<file path="config.mk">
export PLATFORM = sky130hd
export DESIGN_NAME = umb_frame_receiver
export DESIGN_NICKNAME = d
export VERILOG_FILES = /design/src/rtl/core/umbfr_pkg.sv /design/src/rtl/core/umbfr_parser.sv /design/src/rtl/core/umbfr_queue.sv /design/src/rtl/core/umb_frame_receiver.sv
export SDC_FILE = /design/constraint.sdc
export NUM_CORES = 1
export LEC_CHECK = 0
export BUFFER_PORTS_ARGS = -buffer_cell sky130_fd_sc_hd__clkbuf_2
export CAP_MARGIN = 20
export CORE_MARGIN = 3
export CORE_UTILIZATION = 60
export CTS_CLUSTER_DIAMETER = 150
export DETAILED_ROUTE_END_ITERATION = 8
export GPL_ROUTABILITY_DRIVEN = 0
export PLACE_DENSITY_LB_ADDON = 0.08
export SLEW_MARGIN = 15
export SYNTH_ARGS = -nofsm -noshare
export SYNTH_HDL_FRONTEND = slang
export SYNTH_SLANG_ARGS = --single-unit
export TNS_END_PERCENT = 50
</file>
<file path="constraint.sdc">
create_clock -name clk -period 10.2 [get_ports clk]
set_input_delay 2.04 -clock clk [delete_from_list [all_inputs] [get_ports clk]]
set_output_delay 2.04 -clock clk [all_outputs]
set_load 0.1 [all_outputs]
</file>
<file path="src/rtl/core/umbfr_pkg.sv">
// Package with shared types, constants and the CRC byte update for the UMB frame receiver.
package umbfr_pkg;

  localparam logic [7:0]  SOH_BYTE    = 8'h01;
  localparam logic [8:0]  FRAME_EXTRA = 9'd12;
  localparam logic [15:0] CRC_POLY    = 16'h8408;
  localparam logic [15:0] CRC_INIT    = 16'hFFFF;
  localparam logic [15:0] TICK_MAX    = 16'hFFFF;

  typedef enum logic [1:0] {
    RK_PAYLOAD   = 2'd0,
    RK_DONE      = 2'd1,
    RK_TO_HUNT   = 2'd2,
    RK_TO_FRAME  = 2'd3
  } result_kind_t;

  typedef enum logic {
    PH_HUNT  = 1'b0,
    PH_FRAME = 1'b1
  } phase_t;

  // One result item as it sits in the queue.
  typedef struct packed {
    result_kind_t kind;
    logic [7:0]   payload_byte;
    logic [7:0]   prot_version;
    logic [7:0]   to_id;
    logic [3:0]   to_class;
    logic [7:0]   from_id;
    logic [3:0]   from_class;
    logic [7:0]   cmd_id;
    logic [7:0]   body_length;
    logic [15:0]  crc_received;
    logic         crc_ok;
    logic [8:0]   frame_bytes;
  } result_t;

  // Reflected CRC-16 update over one byte, eight shift steps.
  function automatic logic [15:0] crc_byte(input logic [15:0] crc_in, input logic [7:0] b);
    logic [15:0] c;
    c = crc_in;
    for (int i = 0; i < 8; i++) begin
      if (c[0] ^ b[i]) c = (c >> 1) ^ CRC_POLY;
      else c = c >> 1;
    end
    return c;
  endfunction

endpackage

</file>
<file path="src/rtl/core/umbfr_parser.sv">
// Front end: frame parser, CRC, tick counting and result generation.
module umbfr_parser (
  input  logic                clk,
  input  logic                rst_n,
  input  logic                cfg_we,
  input  logic [15:0]         cfg_wdata,
  input  logic                in_valid,
  output logic                in_ready,
  input  logic                in_kind,
  input  logic [7:0]          in_byte,
  input  logic                q_room,
  output logic                res_valid,
  output umbfr_pkg::result_t  res
);

  umbfr_pkg::phase_t phase_r, phase_nxt;
  logic [8:0]  pos_r, pos_nxt;
  logic [8:0]  total_r, total_nxt;
  logic [7:0]  hdr_r [7];
  logic [15:0] crc_r, crc_nxt;
  logic [7:0]  crc_lo_r, crc_hi_r;
  logic [15:0] tick_r, tick_nxt;
  logic [15:0] limit_r;
  logic        hdr_we;
  logic [2:0]  hdr_idx;
  logic        lo_we, hi_we;
  logic [15:0] tick_inc;
  logic [15:0] crc_upd;
  logic [8:0]  pos3, pos2;
  logic [8:0]  pay_end;
  logic        fire;

  assign in_ready = q_room;
  assign fire     = in_valid && in_ready;
  assign tick_inc = (in_kind && tick_r != umbfr_pkg::TICK_MAX) ? tick_r + 16'd1 : tick_r;
  assign crc_upd  = umbfr_pkg::crc_byte(crc_r, in_byte);
  assign pos3     = pos_r + 9'd3;
  assign pos2     = pos_r + 9'd2;
  assign pay_end  = 9'd8 + {1'b0, hdr_r[5]};

  // Decode one transfer into next state and an optional result.
  always_comb begin
    phase_nxt = phase_r;
    pos_nxt   = pos_r;
    total_nxt = total_r;
    crc_nxt   = crc_r;
    tick_nxt  = tick_inc;
    hdr_we    = 1'b0;
    hdr_idx   = 3'd0;
    lo_we     = 1'b0;
    hi_we     = 1'b0;
    res_valid = 1'b0;
    res       = '0;
    if (tick_inc > limit_r) begin
      res_valid = 1'b1;
      res.kind  = (phase_r == umbfr_pkg::PH_HUNT) ? umbfr_pkg::RK_TO_HUNT
                                                   : umbfr_pkg::RK_TO_FRAME;
      phase_nxt = umbfr_pkg::PH_HUNT;
      pos_nxt   = '0;
      total_nxt = '0;
      crc_nxt   = umbfr_pkg::CRC_INIT;
      tick_nxt  = '0;
    end else if (!in_kind) begin
      if (phase_r == umbfr_pkg::PH_HUNT) begin
        if (in_byte == umbfr_pkg::SOH_BYTE) begin
          phase_nxt = umbfr_pkg::PH_FRAME;
          crc_nxt   = umbfr_pkg::crc_byte(umbfr_pkg::CRC_INIT, in_byte);
          pos_nxt   = 9'd1;
        end
      end else begin
        pos_nxt = pos_r + 9'd1;
        if (pos_r >= 9'd1 && pos_r <= 9'd6) begin
          hdr_we  = 1'b1;
          hdr_idx = 3'(pos_r - 9'd1);
          crc_nxt = crc_upd;
          if (pos_r == 9'd6) total_nxt = {1'b0, in_byte} + umbfr_pkg::FRAME_EXTRA;
        end else begin
          if (pos_r == 9'd8) begin
            hdr_we  = 1'b1;
            hdr_idx = 3'd6;
          end
          if (pos3 < total_r) begin
            crc_nxt = crc_upd;
            if (pos_r >= 9'd10 && pos_r < pay_end) begin
              res_valid        = 1'b1;
              res.kind         = umbfr_pkg::RK_PAYLOAD;
              res.payload_byte = in_byte;
            end
          end else if (pos3 == total_r) begin
            lo_we = 1'b1;
          end else if (pos2 == total_r) begin
            hi_we = 1'b1;
          end else begin
            res_valid        = 1'b1;
            res.kind         = umbfr_pkg::RK_DONE;
            res.prot_version = hdr_r[0];
            res.to_id        = hdr_r[1];
            res.to_class     = hdr_r[2][7:4];
            res.from_id      = hdr_r[3];
            res.from_class   = hdr_r[4][7:4];
            res.cmd_id       = hdr_r[6];
            res.body_length  = hdr_r[5];
            res.crc_received = {crc_hi_r, crc_lo_r};
            res.crc_ok       = ({crc_hi_r, crc_lo_r} == crc_r);
            res.frame_bytes  = total_r;
            phase_nxt = umbfr_pkg::PH_HUNT;
            pos_nxt   = '0;
            total_nxt = '0;
            crc_nxt   = umbfr_pkg::CRC_INIT;
            tick_nxt  = '0;
          end
        end
      end
    end
  end

  // Advance parser state on each accepted transfer.
  always_ff @(posedge clk) begin
    if (!rst_n) begin
      phase_r  <= umbfr_pkg::PH_HUNT;
      pos_r    <= '0;
      total_r  <= '0;
      crc_r    <= umbfr_pkg::CRC_INIT;
      tick_r   <= '0;
      limit_r  <= 16'd5;
      crc_lo_r <= '0;
      crc_hi_r <= '0;
      for (int i = 0; i < 7; i++) hdr_r[i] <= '0;
    end else begin
      if (cfg_we) limit_r <= cfg_wdata;
      if (fire) begin
        phase_r <= phase_nxt;
        pos_r   <= pos_nxt;
        total_r <= total_nxt;
        crc_r   <= crc_nxt;
        tick_r  <= tick_nxt;
        if (hdr_we) hdr_r[hdr_idx] <= in_byte;
        if (lo_we) crc_lo_r <= in_byte;
        if (hi_we) crc_hi_r <= in_byte;
        if (phase_nxt == umbfr_pkg::PH_HUNT && phase_r == umbfr_pkg::PH_FRAME) begin
          for (int i = 0; i < 7; i++) hdr_r[i] <= '0;
          crc_lo_r <= '0;
          crc_hi_r <= '0;
        end
      end
    end
  end

  // A frame never outgrows its declared total.
  a_pos_bound: assert property (@(posedge clk) disable iff (!rst_n)
    (phase_r == umbfr_pkg::PH_FRAME && pos_r > 9'd7) |-> pos_r < total_r)
    else $error("byte position past frame end");
  a_hunt_clear: assert property (@(posedge clk) disable iff (!rst_n)
    (phase_r == umbfr_pkg::PH_HUNT) |-> (pos_r == 9'd0 && crc_r == umbfr_pkg::CRC_INIT))
    else $error("hunt state not cleared");
  a_timeout_clears: assert property (@(posedge clk) disable iff (!rst_n)
    (fire && res_valid && (res.kind == umbfr_pkg::RK_TO_HUNT ||
     res.kind == umbfr_pkg::RK_TO_FRAME)) |=> tick_r == 16'd0)
    else $error("tick count not cleared after timeout");

endmodule

</file>
<file path="src/rtl/core/umbfr_queue.sv">
// Back end: small result queue; out_data is read directly from its storage array.
module umbfr_queue #(
  parameter int DEPTH = 4
) (
  input  logic               clk,
  input  logic               rst_n,
  input  logic               wr_en,
  input  umbfr_pkg::result_t wr_data,
  output logic               room,
  output logic               out_valid,
  input  logic               out_ready,
  output umbfr_pkg::result_t out_data
);

  localparam int AW = (DEPTH > 1) ? $clog2(DEPTH) : 1;

  umbfr_pkg::result_t mem_r [DEPTH];
  logic [AW-1:0] wp_r, rp_r;
  logic [AW:0]   cnt_r;
  logic          rd_en;

  assign room      = (cnt_r != (AW+1)'(DEPTH)) || out_ready;
  assign out_valid = (cnt_r != '0);
  assign rd_en     = out_valid && out_ready;
  assign out_data  = mem_r[rp_r];

  // Push and pop the queue.
  always_ff @(posedge clk) begin
    if (!rst_n) begin
      wp_r  <= '0;
      rp_r  <= '0;
      cnt_r <= '0;
    end else begin
      if (wr_en) wp_r <= (wp_r == AW'(DEPTH - 1)) ? '0 : wp_r + AW'(1);
      if (rd_en) rp_r <= (rp_r == AW'(DEPTH - 1)) ? '0 : rp_r + AW'(1);
      cnt_r <= cnt_r + (AW+1)'(wr_en) - (AW+1)'(rd_en);
    end
  end

  always_ff @(posedge clk) begin
    if (wr_en) mem_r[wp_r] <= wr_data;
  end

  a_no_overflow: assert property (@(posedge clk) disable iff (!rst_n)
    cnt_r <= (AW+1)'(DEPTH))
    else $error("result queue overflow");

endmodule

</file>
<file path="src/rtl/core/umb_frame_receiver.sv">
// Top level of the UMB binary frame receiver.
// Input stream in_*: one transfer is either a received byte (tuser 0, byte in
// tdata) or a one-second tick (tuser 1). Bytes are discarded until SOH, then
// a frame of L+12 bytes is parsed and checked with a reflected CRC-16.
// Output stream out_*: payload bytes as they arrive, a frame summary on the
// final byte, or a timeout report when the tick count passes cfg limit.
// Throughput: one input transfer per cycle while in_tready is high; the CRC
// byte update is combinational inside the parser. Results are registered in
// the queue and reach out_* once older results have drained.
// A queue of DEPTH results decouples the parser from the receiver; when the
// receiver stalls and the queue fills, in_tready drops until an entry drains.
// Reset (rst_n low, synchronous) empties the queue, restarts the hunt and sets
// the timeout limit to 5. cfg_we writes the limit; write it only while no
// transfer is in flight.
module umb_frame_receiver #(
  parameter int DEPTH = 4
) (
  input  logic         clk,
  input  logic         rst_n,
  input  logic         cfg_we,
  input  logic [15:0]  cfg_wdata,
  input  logic         in_tvalid,
  output logic         in_tready,
  input  logic [7:0]   in_tdata,   // [7:0] rx_byte
  input  logic         in_tuser,   // [0] kind
  output logic         out_tvalid,
  input  logic         out_tready,
  output logic [87:0]  out_tdata,  // payload_byte, prot_version, to_id, to_class, from_id,
                                   // from_class, cmd_id, body_length, crc_received,
                                   // crc_ok, frame_bytes, zero fill
  output logic [1:0]   out_tuser   // [1:0] result_kind
);

  logic               res_valid, q_room;
  umbfr_pkg::result_t res, q_out;

  umbfr_parser u_parser (
    .clk, .rst_n, .cfg_we, .cfg_wdata,
    .in_valid(in_tvalid), .in_ready(in_tready),
    .in_kind(in_tuser), .in_byte(in_tdata),
    .q_room, .res_valid, .res
  );

  umbfr_queue #(.DEPTH(DEPTH)) u_queue (
    .clk, .rst_n,
    .wr_en(res_valid && in_tvalid && in_tready), .wr_data(res), .room(q_room),
    .out_valid(out_tvalid), .out_ready(out_tready), .out_data(q_out)
  );

  // Pack result fields, first field lowest.
  assign out_tuser = q_out.kind;
  assign out_tdata = {6'd0, q_out.frame_bytes, q_out.crc_ok, q_out.crc_received,
                      q_out.body_length, q_out.cmd_id, q_out.from_class, q_out.from_id,
                      q_out.to_class, q_out.to_id, q_out.prot_version, q_out.payload_byte};

endmodule
</file>
==> results.yml <==
outcome:
  status: "finished clean"
power:
  irDropWorstVdd_mv: 0.147
  cellLeakagePower_nw: 8.30
  fin_total_pwr_w: 0.00484
  p_per_area_mw_per_mm2: 208
timing:
  slew_headroom_pct: 36.3
  fin_ws_ps: 3360
  setup_viol: 0
  skew_ps: 11.7
  finalHoldViolations: 0
  fmax_ghz: 0.146
  worst_slew_pin_slew_ps: 951
  tns_ps: 0
  report.final.slew_viol_count: 0
  fin_crit_ps: 6840
  rsz0062_at_grt: "false"
  min_period_over_period_pct: 67.1
logic_synthesis:
  yosysTopAreaCell: "edfxtp_1"
  synth_common_cells: "edfxtp_1 (384), and2_1 (121), dfxtp_1 (92), mux4_2 (84), nor2_1 (71)"
  synth_top_area_share_pct: 55.2
  synth-seq-cells: 476
  yosysMostFrequentCell: "edfxtp_1"
  yosysSeqAreaShare_pct: 64.0
  synthArstFlopShare_pct: 0
  ys.flop_type: "edfxtp_1"
  synth_edf_count: 384
  synth_cell_type_count: 80
  synth.avg_cell_area_um2: 14.8
  syn_area_mm2: 0.0209
  synth_area_leaders: "edfxtp_1 (55%), mux4_2 (9.1%), dfxtp_1 (8.8%)"
  netlist_instances: 1415
  yosysWarningCount: 0
floorplan:
  dieWidth_um: 193
  fp.dieH_um: 193
  io_pins: 122
  core_area_mm2: 0.0340
  dieArea_mm2: 0.0371
  start_util_pct: 61.5
  rows: 67
global_route:
  grt_pass1_wl_um: 69200
  grt_antenna_before_repair: 0
  grt_pass1_vias: 12238
  grt_max_degree: 58
  grt_overflow: 0
  grt_usage_pct: 24.5
final_layout:
  seqCellArea_mm2: 0.0134
  area_delta_synth_final_pct: 11.5
  final_cells: 1996
  num_antenna_cells: 0
  n_fill_cell: 2349
  final_nets: 1593
  postLayoutCellArea_mm2: 0.0233
  drive_gt1_share_pct: 20.2
  multi_input_area_mm2: 0.00700
critical_path:
  criticalPathCategory: "in2reg"
  cp_cell_sequence: "clkbuf_2 > o31a_1 > nand2_1 > nor4_1 > xor2_1 > ha_1 > nand4_1 > or4_1 > a21oi_1 > o31ai_2 > inv_2 > o21ai_0 > a31oi_1 > and2_4 > buf_4"
  slowest_delay_ps: 790
  setup.worst_path.end_class: "flop"
  worst-path-max-fanout: 54
  slowest_stage: "and2_4"
  worst_ep_arrival_time_ps: 7040
  rrSetupSlack_ps: 3850
  critPathRequiredTime_ps: 10400
  critPathLaunchType: "primary input"
route:
  first_pass_iters: 5
  wl_um: 44300
  drt_iter0_markers: 988
  vias_per_cell: 6.02
  vias: 12017
  ant_nets: 0
  drcViolationCount: 0
  wl_per_cell_um: 22.2
clock_network:
  clock_sinks: 476
  clkSlewWorstSetupHoldPaths_ps: 60
  cts_tree: "done"
  cts_buffer_depth: 3
  cts-root-buf: "clkbuf_16"
  cts_hold_buf: 0
  cts_resized: 0
  post_cts.repair.setup_buffers: 0
  htree_levels: 2
  clock_latency_ps: 560
  cts_buffers: 47
placed_design:
  dp_hpwl_um: 27800
  placed_area_mm2: 0.0218
  dp_worst_setup_slack_ps: 2770
  portBuffers: 115
  place_inst: 1909
flow_run:
  drv_cap: 0
worst_hold_path:
  worstHoldPathType: "reg2reg"
## cell usage in the layout (no fill, tap or decap), types with 6 or more instances in the layout
cell and instances:
edfxtp_1 384, and2_1 117, clkbuf_2 115, dfxtp_1 90
mux4_2 84, nor2_1 71, nand2_1 60, ha_1 52
clkbuf_16 48, xor2_1 44, inv_1 43, xnor2_1 39
nand3_1 33, mux2i_1 33, a21oi_1 32, nor3_1 29
a22o_1 27, o21ai_0 23, clkbuf_1 14, nand4_1 13
nor4_1 13, buf_4 11, clkinv_1 9, nand2b_1 8
a31oi_1 8, or4_1 7, o31ai_1 7, or3_1 6
or2_2 6, conb_1 6, clkinv_2 6
## through the flow
step	hold WS [ps]	utilization, %
after global routing	501	68.6
after detailed placement	468	64.1
after floorplan	449	-
final	474	68.6
after CTS	477	68.6
after global placement	469	64.1
## routing by layer
metal | global-route usage, % | wire length, um | vias to the layer above
li1 | - | - | 5537
met1 | 33.3 | 18400 | 5982
met2 | 40.8 | 21700 | 405
met3 | 4.07 | 2770 | 93
met4 | 7.90 | 1370 | 0
met5 | 0 | 0 | -
## kinds of logic (layout without fill, tap and decap cells)
family                   count (synthesis)  after routing  share of synthesized area, %
other                                    1              6                        0.0180
adder cells (fa/ha/maj)                 53             53                          3.21
XOR/XNOR                                83             83                          3.48
multiplexers                           118            118                          10.7
AND/OR/NAND/NOR                        403            403                          10.7
AO/OA/AOI/OAI                          150            150                          5.25
buffers and inverters                  131            259                          2.64
flip-flops                             476            476                          64.0
## critical path: cells and delay by family
kind,cells,cell delay (ps)
compound gates,5,1420
xor+xnor,1,150
fa+ha+maj,1,320
buf+inv,3,1050
simple gates,5,1970
## flip-flops by register name, summed over array words and instances (netlist names), named ones only
| register | flops |
|---|---|
| u_parser.crc_hi_r | 8 |
| u_parser.crc_lo_r | 8 |
| u_parser.crc_r | 16 |
| u_parser.hdr_r | 48 |
| u_parser.limit_r | 16 |
| u_parser.phase_r | 1 |
| u_parser.pos_r | 9 |
| u_parser.tick_r | 16 |
| u_parser.total_r | 9 |
| u_queue.cnt_r | 3 |
| u_queue.mem_r | 336 |
| u_queue.rp_r | 2 |
| u_queue.wp_r | 2 |
## area by class of cell
| cell class | instances | share of cell area (%) |
|---|---|---|
| Clock inverter | 24 | 1.05 |
| Multi-Input combinational cell | 813 | 30.1 |
| Inverter | 46 | 0.742 |
| Timing Repair Buffer | 126 | 2.83 |
| Tap cell | 448 | 2.41 |
| Sequential cell | 476 | 57.5 |
| Clock buffer | 63 | 5.44 |
## final timing paths
path | cells past startpoint | end | start
setup / recovery | 15 | u_queue.mem_r[0][14]$_DFFE_PP_ | in_tuser
hold / removal | 2 | flop | u_queue.rp_r[1]$_SDFFE_PN0P_
setup reg to reg | 13 | u_queue.mem_r[0][14]$_DFFE_PP_ | u_parser.pos_r[0]$_SDFFE_PN0P_
hold reg to reg | 2 | flop | u_queue.rp_r[1]$_SDFFE_PN0P_
## power by group
| part | internal [W] | total (W) | switching [W] |
|---|---|---|---|
| combinational | 0.000229 | 0.000997 | 0.000768 |
| sequential | 0.00210 | 0.00215 | 0.0000555 |
| clock | 0.000978 | 0.00169 | 0.000708 |
No activity file was read; power rests on OpenSTA's default activity.
